===== src/rtl/mme_pkg.sv =====
// Shared types and constants for the modular exponentiation block.
// Used by every module in the rtl folder; depends on nothing.
`default_nettype none

package mme_pkg;

  localparam int WORD_W        = 16;
  localparam int IDX_W         = 5;
  localparam int CFG_W         = 6;
  localparam int ADDR_W        = 3;
  localparam int DATA_W        = 32;
  localparam int MAX_WORDS_DEF = 32;
  localparam int QUEUE_DEPTH   = 4;

  localparam logic [1:0] MODE_BASE  = 2'd0;
  localparam logic [1:0] MODE_MOD   = 2'd1;
  localparam logic [1:0] MODE_EXP   = 2'd2;
  localparam logic [1:0] MODE_START = 2'd3;

  // Register index is taken from address bit 2.
  localparam logic REG_MOD_WORDS = 1'b0;
  localparam logic REG_EXP_WORDS = 1'b1;

  localparam logic [CFG_W-1:0] MOD_WORDS_RESET = 6'd32;
  localparam logic [CFG_W-1:0] EXP_WORDS_RESET = 6'd2;

  typedef struct packed {
    logic [1:0]        mode;
    logic [IDX_W-1:0]  word_index;
    logic [WORD_W-1:0] operand_word;
  } item_t;

  typedef struct packed {
    logic [WORD_W-1:0] result_word;
    logic [IDX_W-1:0]  result_index;
    logic              last;
    logic              error;
  } result_t;

  typedef enum logic [2:0] {
    CMD_NOP,
    CMD_LOAD_BASE,
    CMD_LOAD_MOD,
    CMD_LOAD_EXP,
    CMD_START
  } cmd_kind_t;

  typedef struct packed {
    cmd_kind_t         kind;
    logic [IDX_W-1:0]  word_index;
    logic [WORD_W-1:0] operand_word;
  } cmd_t;

  typedef struct packed {
    logic [CFG_W-1:0] mod_words;
    logic [CFG_W-1:0] exp_words;
  } cfg_t;

  typedef enum logic [1:0] {
    OP_REDUCE,
    OP_SQUARE,
    OP_MULT
  } op_t;

  typedef enum logic [4:0] {
    S_IDLE,
    S_CHK_RD,
    S_CHK,
    S_ERR,
    S_INIT,
    S_MM_START,
    S_BW_RD,
    S_BW_LD,
    S_PASS,
    S_PASS_DRAIN,
    S_PASS_SEL,
    S_COPY,
    S_COPY_DRAIN,
    S_EXP_RD,
    S_EXP_LD,
    S_NEXT_BIT,
    S_EMIT_RD,
    S_EMIT_LD
  } back_state_t;

endpackage

`default_nettype wire


===== src/rtl/mme_queue.sv =====
// Short command queue between the front end and the engine.
// Depends on mme_pkg.
`default_nettype none

module mme_queue import mme_pkg::*; #(
  parameter int DEPTH = QUEUE_DEPTH
) (
  input  logic clk,
  input  logic rst,
  input  logic push,
  input  cmd_t din,
  output logic full,
  input  logic pop,
  output cmd_t dout,
  output logic nonempty
);

  localparam int PW = (DEPTH > 1) ? $clog2(DEPTH) : 1;
  localparam int CW = $clog2(DEPTH + 1);

  cmd_t          slots [DEPTH];
  logic [PW-1:0] wr_ptr;
  logic [PW-1:0] rd_ptr;
  logic [CW-1:0] count;
  logic          do_push;
  logic          do_pop;

  assign full     = count == CW'(DEPTH);
  assign nonempty = count != '0;
  assign do_push  = push && !full;
  assign do_pop   = pop && nonempty;
  assign dout     = slots[rd_ptr];

  always_ff @(posedge clk) begin
    if (do_push) begin
      slots[wr_ptr] <= din;
    end
  end

  always_ff @(posedge clk) begin
    if (rst) begin
      wr_ptr <= '0;
      rd_ptr <= '0;
      count  <= '0;
    end else begin
      if (do_push) begin
        wr_ptr <= (wr_ptr == PW'(DEPTH - 1)) ? '0 : wr_ptr + PW'(1);
      end
      if (do_pop) begin
        rd_ptr <= (rd_ptr == PW'(DEPTH - 1)) ? '0 : rd_ptr + PW'(1);
      end
      if (do_push && !do_pop) begin
        count <= count + CW'(1);
      end else if (do_pop && !do_push) begin
        count <= count - CW'(1);
      end
    end
  end

endmodule

`default_nettype wire


===== config.mk =====
export PLATFORM = sky130hd
export DESIGN_NAME = mme_queue
export DESIGN_NICKNAME = d
export VERILOG_FILES = /design/src/rtl/mme_pkg.sv /design/src/rtl/mme_queue.sv
export SDC_FILE = /design/constraint.sdc
export NUM_CORES = 1
export LEC_CHECK = 0
export ABC_CLOCK_PERIOD_IN_PS = 2800
export BUFFER_PORTS_ARGS = -buffer_cell sky130_fd_sc_hd__buf_2
export CAP_MARGIN = 20
export CORE_AREA = 2 2 88 90
export DETAILED_ROUTE_END_ITERATION = 16
export DIE_AREA = 0 0 90 92
export PLACE_DENSITY = 0.86
export SLEW_MARGIN = 10
export SYNTH_ARGS = -nofsm -noshare
export SYNTH_HDL_FRONTEND = slang
export SYNTH_SLANG_ARGS = --single-unit

===== constraint.sdc =====
create_clock -name clk -period 2.8 [get_ports clk]
set_input_delay 0.56 -clock clk [delete_from_list [all_inputs] [get_ports clk]]
set_output_delay 0.56 -clock clk [all_outputs]
set_load 0.1 [all_outputs]

== After elaboration in Yosys (flattened, before gate mapping) ==
Memory sizes are Yosys's and may differ from the RTL's. A register that Yosys moved wholly into a read port is not among the register bits.
Index checks and enable logic that the tools add are counted.
Word-level totals
  register bits: 7
  input port bits: 28
  RAM bits: 96
  memories: 1
Memory list
  slots: words 4, width 24, read ports 1, clocked after Yosys merged registers in 1, write ports 1, line mme_queue.sv:21  | cmd_t slots [DEPTH];
Cells by class
  multiplexer cells: 8
  add/subtract/negate cells: 4
  reduce and logical (&&, ||, !) cells: 9
  equal/unequal tests: 3
Operator list (number)
  $mux 2: 4
  $mux 3: 2
  $add 2x1->2 const B: 2
  $eq 2x2->1 const B: 2
  $logic_and 1x1->1: 4
  $add 3x1->3 const B: 1
  $eq 3x3->1 const B: 1
  $logic_not 1->1: 3
  $reduce_bool 3->1: 1
  $sub 3x1->3 const B: 1
  $mux 1: 2
  $reduce_bool 2->1: 1

== Longest topological paths before layout ==
  depth after elaboration: 7
  gate-level depth with buffers: 10

== Least setup slack after synthesis ==
OpenSTA, ideal clock, no wires.
  path type: reg-to-reg
  start point: reg count[0]
  end point: reg count[2]
  path slack: 0.440 ns
  buffers on the path: 1
  stages on the path, launching flop included: 11
  arrival time: 2.290 ns
  path through: dfxtp_1 > or3b_1 > buf_6 > clkinv_4 > nor2_2 > ha_1 > inv_1 > fa_1 > xor2_1 > or3_2 > a21oi_1
On the way
  word-level cells in the longest chain between the ends: 6
Ends and longest elaborated chain
  start, declared: line mme_queue.sv:24  | logic [CW-1:0] count;
  start signal, assigned: line mme_queue.sv:53  | count <= count + CW'(1);
  start signal, assigned: line mme_queue.sv:55  | count <= count - CW'(1);
  $eq 3x3->1 *: line mme_queue.sv:28  | assign full = count == CW'(DEPTH);
  named net full: line mme_queue.sv:12  | output logic full,
  $logic_not 1->1 *: line mme_queue.sv:30  | assign do_push = push && !full;
  $logic_and 1x1->1 *: line mme_queue.sv:30
  named net do_push: line mme_queue.sv:25  | logic do_push;
  $logic_not 1->1: line mme_queue.sv:54  | end else if (do_pop && !do_push) begin
  $logic_and 1x1->1: line mme_queue.sv:54
  $reduce_bool 2->1 (no source line)
Mark *: on every way through the listed nets, which the timed path passes. The rest lies on a longest branch. The select of a mux whose other input is x is not followed.
A chain may end at the register's enable or synchronous reset.

== Worst setup path after layout ==
  start point: reg count[0]
  end point: reg count[2]
On the way
  word-level cells in the longest chain between the ends: 6
Ends and longest elaborated chain (line)
  $eq 3x3->1 *: mme_queue.sv:28
  $logic_not 1->1 *: mme_queue.sv:30
  $logic_and 1x1->1 *: mme_queue.sv:30
  named net do_push: mme_queue.sv:25
  $logic_not 1->1: mme_queue.sv:54
  $logic_and 1x1->1: mme_queue.sv:54
  $reduce_bool 2->1 (no source line)
Marks and branches as above.

==> flow_summary.html <==
<table>
<tr><th>Metric</th><th>Value</th></tr>
<tr><th colspan="2">Outcome</th></tr>
<tr><td>Run status</td><td>finished, final reports clean</td></tr>
<tr><th colspan="2">STA</th></tr>
<tr><td>Layout Skew</td><td>4.995 ps</td></tr>
<tr><td>Setup repair after global routing missed its margin</td><td>false</td></tr>
<tr><td>Max_slew headroom</td><td>57.03%</td></tr>
<tr><td>Fmax</td><td>422.0 MHz</td></tr>
<tr><td>Setup-violating endpoint count in the final report</td><td>0</td></tr>
<tr><td>Final max-slew violation count</td><td>0</td></tr>
<tr><td>Post-route fraction of the period consumed by the critical path</td><td>84.63%</td></tr>
<tr><td>Number of hold-slack violations in the final timing report</td><td>0</td></tr>
<tr><td>Worst-margin pin slew</td><td>644.6 ps</td></tr>
<tr><td>Total negative setup slack</td><td>0 ps</td></tr>
<tr><td>Final critical-path required period</td><td>2370 ps</td></tr>
<tr><th colspan="2">Yosys</th></tr>
<tr><td>Post-synthesis async set-or-reset flop share</td><td>0%</td></tr>
<tr><td>Number of synthesized flops with an enable pin</td><td>96</td></tr>
<tr><td>Dominant cell by count in the synthesized netlist</td><td>sky130_fd_sc_hd__edfxtp_1</td></tr>
<tr><td>Number of distinct standard cells referenced by the synthesized netlist</td><td>27</td></tr>
<tr><td>Largest cells by area after synthesis</td><td>sky130_fd_sc_hd__edfxtp_1 73%, sky130_fd_sc_hd__mux4_2 14%, sky130_fd_sc_hd__dfxtp_1 4.6%</td></tr>
<tr><td>Fraction of post-synthesis cell area in the top cell type by area</td><td>72.89%</td></tr>
<tr><td>Syn Nets</td><td>211</td></tr>
<tr><td>Dominant register cell in the synthesized netlist</td><td>sky130_fd_sc_hd__edfxtp_1</td></tr>
<tr><td>Summed instance area of the synthesized netlist</td><td>0.003955 sq mm</td></tr>
<tr><td>Library cell with the largest summed area after synthesis</td><td>sky130_fd_sc_hd__edfxtp_1</td></tr>
<tr><td>Synthesized instance count</td><td>176</td></tr>
<tr><td>Yosys synthesis warning count</td><td>0</td></tr>
<tr><td>Post-synthesis area per instance</td><td>22.47 sq um</td></tr>
<tr><td>Post-synth top cells</td><td>96 x sky130_fd_sc_hd__edfxtp_1, 24 x sky130_fd_sc_hd__mux4_2, 9 x sky130_fd_sc_hd__dfxtp_1</td></tr>
<tr><td>Sequential element share of the synthesized area</td><td>77.44%</td></tr>
<tr><td>Flops &amp; latches, synth</td><td>105</td></tr>
<tr><th colspan="2">Route</th></tr>
<tr><td>Detailed Route WL</td><td>6.048 mm</td></tr>
<tr><td>Number of DRC markers in iteration 0</td><td>110</td></tr>
<tr><td>Drt first pass iters</td><td>4</td></tr>
<tr><td>Residual DRC</td><td>0</td></tr>
<tr><td>Post-route antenna net violation count</td><td>0</td></tr>
<tr><td>Avg WL per Cell</td><td>17.68 microns</td></tr>
<tr><td>Overall via count from detail_route</td><td>1790</td></tr>
<tr><td>Via density per instance</td><td>5.234</td></tr>
<tr><th colspan="2">Clock tree</th></tr>
<tr><td>CTS Sinks</td><td>105</td></tr>
<tr><td>CTS tree</td><td>built</td></tr>
<tr><td>H-tree depth</td><td>3</td></tr>
<tr><td>Clock latency of the later-clocked register in the worst-skew pair</td><td>360 ps</td></tr>
<tr><td>Number of buffers added by the clock tree synthesis step</td><td>9</td></tr>
<tr><td>Postcts setup bufs</td><td>0</td></tr>
<tr><td>Post-CTS resize count</td><td>0</td></tr>
<tr><td>Max Buffers Root-to-Sink</td><td>2</td></tr>
<tr><td>Root buf cell</td><td>sky130_fd_sc_hd__clkbuf_8</td></tr>
<tr><td>Hold-fix buffers at CTS</td><td>0</td></tr>
<tr><td>Clock Pin Slew Worst Setup and Hold Paths</td><td>100 ps</td></tr>
<tr><th colspan="2">Worst hold path</th></tr>
<tr><td>Worst Hold End</td><td>slots[1][11]$_DFFE_PP_</td></tr>
<tr><td>Count of cells along the worst hold path</td><td>1</td></tr>
<tr><td>Hold Crit Class</td><td>input port to register</td></tr>
<tr><td>Startpoint of the worst hold path</td><td>din[11]</td></tr>
<tr><th colspan="2">Worst setup path</th></tr>
<tr><td>Type of the setup path with the least slack</td><td>register to register</td></tr>
<tr><td>Max Fanout on Critical Path</td><td>7</td></tr>
<tr><td>Worst R2R End</td><td>count[2]$_SDFFE_PP0P_</td></tr>
<tr><td>Setup slack of the most critical reg-to-reg path</td><td>430 ps</td></tr>
<tr><td>Required arrival time at the worst endpoint</td><td>3100 ps</td></tr>
<tr><td>Worst Setup End Kind</td><td>register</td></tr>
<tr><td>Reg2reg path depth</td><td>9</td></tr>
<tr><td>R2r startpoint</td><td>count[0]$_SDFFE_PP0P_</td></tr>
<tr><td>Critical path launch point type</td><td>register</td></tr>
<tr><td>Arrival time of data at the critical path endpoint</td><td>2670 ps</td></tr>
<tr><th colspan="2">Layout</th></tr>
<tr><td>Synth-to-layout area growth</td><td>22.94%</td></tr>
<tr><td>Area taken by flip-flops and latches</td><td>0.003064 sq mm</td></tr>
<tr><td>Fraction of final layout cells with drive strength greater than 1</td><td>44.58%</td></tr>
<tr><td>Fillcell total</td><td>521</td></tr>
<tr><td>Final net count</td><td>270</td></tr>
<tr><td>Diodes inserted</td><td>0</td></tr>
<tr><td>Area occupied by multi-input gates</td><td>819.5 sq um</td></tr>
<tr><td>Core utilization of the finished layout</td><td>65.29%</td></tr>
<tr><th colspan="2">Power and ir drop</th></tr>
<tr><td>Lkg Pwr</td><td>1.678 nW</td></tr>
<tr><td>Switching power</td><td>0.002188 W</td></tr>
<tr><td>Combinational cell fraction of total power</td><td>47.1%</td></tr>
<tr><td>Clock group share of total power</td><td>15.9%</td></tr>
<tr><td>Power Dens Cells</td><td>1090 mW/mm^2</td></tr>
<tr><td>Largest voltage drop on the vdd net</td><td>0.9423 mV</td></tr>
<tr><td>Switch share</td><td>41.30%</td></tr>
<tr><td>Proportion of power drawn by flip-flops and latches</td><td>37.0%</td></tr>
<tr><td>Int Pwr</td><td>0.003110 W</td></tr>
<tr><th colspan="2">Placed design</th></tr>
<tr><td>Total of buffers placed on input and output ports</td><td>53</td></tr>
<tr><td>Gp weighted congestion</td><td>0.7183</td></tr>
<tr><td>Half-perimeter wire length after detailed placement</td><td>3.694 mm</td></tr>
<tr><th colspan="2">Floorplanning</th></tr>
<tr><td>Horizontal extent of the die</td><td>90 microns</td></tr>
<tr><td>Standard-cell row count</td><td>32</td></tr>
<tr><td>I/O pins</td><td>54</td></tr>
<tr><td>Vertical die dimension</td><td>92 microns</td></tr>
<tr><td>Initial core utilization</td><td>53.11%</td></tr>
<tr><td>Area of the die</td><td>0.008280 sq mm</td></tr>
<tr><td>Placeable Area</td><td>0.007447 sq mm</td></tr>
<tr><th colspan="2">Global route</th></tr>
<tr><td>Number of global-route vias before repair</td><td>1940</td></tr>
<tr><td>GR Util met1</td><td>18.88%</td></tr>
<tr><td>Maximum number of pins on one net before global-route repair</td><td>25</td></tr>
<tr><td>Global-route track usage on met3</td><td>3.533%</td></tr>
<tr><td>Met2 track utilization from global routing</td><td>27.32%</td></tr>
<tr><td>Total gr overflow</td><td>0</td></tr>
<tr><td>Initial antenna violation count</td><td>0</td></tr>
<tr><td>Wire length of the first global-routing pass</td><td>9.625 mm</td></tr>
<tr><td>Most used routing layer in global routing</td><td>met2</td></tr>
<tr><td>GRT Util Overall</td><td>15.72%</td></tr>
<tr><th colspan="2">Job</th></tr>
<tr><td>Max-cap violations</td><td>0</td></tr>
</table>
-- layout make-up --
cell class / instances / area share, %
Sequential cell: 105 / 63.02
Inverter: 5 / 0.4889
Clock buffer: 9 / 2.548
Multi-Input combinational cell: 58 / 16.86
Timing Repair Buffer: 56 / 13.33
Clock inverter: 7 / 1.132
Tap cell: 102 / 2.625
-- cell usage in the layout, fill, tap and decap left out --
cell type	Yosys	layout
sky130_fd_sc_hd__clkbuf_8	0	9
sky130_fd_sc_hd__o21ai_0	1	1
sky130_fd_sc_hd__dfxtp_1	9	8
sky130_fd_sc_hd__nor2_1	3	3
sky130_fd_sc_hd__or3_1	1	1
sky130_fd_sc_hd__inv_1	4	4
sky130_fd_sc_hd__clkinv_4	1	3
sky130_fd_sc_hd__clkinv_2	0	1
sky130_fd_sc_hd__o21ai_1	1	1
sky130_fd_sc_hd__a21oi_1	3	3
sky130_fd_sc_hd__nand3_1	2	2
sky130_fd_sc_hd__xor2_1	2	2
sky130_fd_sc_hd__buf_12	0	24
sky130_fd_sc_hd__buf_4	2	3
sky130_fd_sc_hd__or3b_1	1	1
sky130_fd_sc_hd__or3_2	2	2
sky130_fd_sc_hd__nand2_1	1	1
sky130_fd_sc_hd__inv_6	0	2
sky130_fd_sc_hd__and3_2	4	4
sky130_fd_sc_hd__dfxtp_2	0	1
sky130_fd_sc_hd__ha_1	6	6
sky130_fd_sc_hd__mux4_2	24	24
sky130_fd_sc_hd__fa_1	1	1
sky130_fd_sc_hd__buf_2	3	29
sky130_fd_sc_hd__mux2i_1	2	2
sky130_fd_sc_hd__edfxtp_1	96	96
sky130_fd_sc_hd__clkinvlp_4	0	2
sky130_fd_sc_hd__nor3_1	1	1
sky130_fd_sc_hd__nor2_2	1	1
sky130_fd_sc_hd__o31ai_2	2	2
-- cells by family (layout without fill, tap and decap cells) --
group | count (synthesis) | after routing | share of synthesized area, %
fa+ha+maj | 7 | 7 | 2.404
mux | 26 | 26 | 14.17
simple gates | 16 | 16 | 2.436
buf+inv | 13 | 77 | 1.834
flops | 105 | 105 | 77.44
compound gates | 7 | 7 | 1.265
xor+xnor | 2 | 2 | 0.4430
-- power by group through the flow --
stage                     sequential [W]  combinational [W]  clock, W
after global routing             0.00198            0.00258  0.000913
final                            0.00196            0.00249  0.000844
after floorplan                  0.00198            0.00172         0
after detailed placement         0.00200            0.00251         0
after global placement           0.00199            0.00250         0
after CTS                        0.00196            0.00252  0.000860
-- critical path: stages, from the launching register on --
cell                       delay (ps)
sky130_fd_sc_hd__dfxtp_1          440
sky130_fd_sc_hd__or3b_1           290
sky130_fd_sc_hd__clkinv_4          80
sky130_fd_sc_hd__nor2_2           130
sky130_fd_sc_hd__ha_1             210
sky130_fd_sc_hd__inv_1             60
sky130_fd_sc_hd__fa_1             370
sky130_fd_sc_hd__xor2_1           160
sky130_fd_sc_hd__or3_2            410
sky130_fd_sc_hd__a21oi_1          150
-- stage by stage --
step           worst slack [ps]  power (W)  instances  area [sq um]  hold WS, ps
6_report                  430.3   0.005298        342          4862        409.9
5_1_grt                   315.1   0.005476        342          4862        401.3
4_1_cts                   436.6   0.005343        342          4862        397.0
3_5_place_dp              454.2   0.004511        326          4683        486.6
3_3_place_gp              546.4   0.004483        326          4683        480.5
2_1_floorplan             439.9   0.003695        176          3955        463.4
-- worst max path at each step --
stage / from / endpoint / slack (ps) / cells after the start
final: count[0]$_SDFFE_PP0P_ / count[2]$_SDFFE_PP0P_ / 430 / 9
after detailed placement: count[0]$_SDFFE_PP0P_ / count[2]$_SDFFE_PP0P_ / 450 / 9
after CTS: count[0]$_SDFFE_PP0P_ / count[2]$_SDFFE_PP0P_ / 440 / 9
after global routing: count[0]$_SDFFE_PP0P_ / count[2]$_SDFFE_PP0P_ / 320 / 9
after global placement: count[0]$_SDFFE_PP0P_ / count[2]$_SDFFE_PP0P_ / 550 / 9
after floorplan: count[0]$_SDFFE_PP0P_ / count[2]$_SDFFE_PP0P_ / 440 / 10
-- sequential cells by signal (all words and copies together), names as in the netlist, named ones only --
register	cells
wr_ptr	2
rd_ptr	2
count	3
slots	96
-- per-layer routing --
metal	part of all wire, %	vias up	routed length, microns
li1	-	833	-
met1	41	912	2507
met2	53	36	3209
met3	3.5	9	214
met4	1.9	0	117
met5	0	-	0
Note: power is estimated with default switching activity, not from simulation.
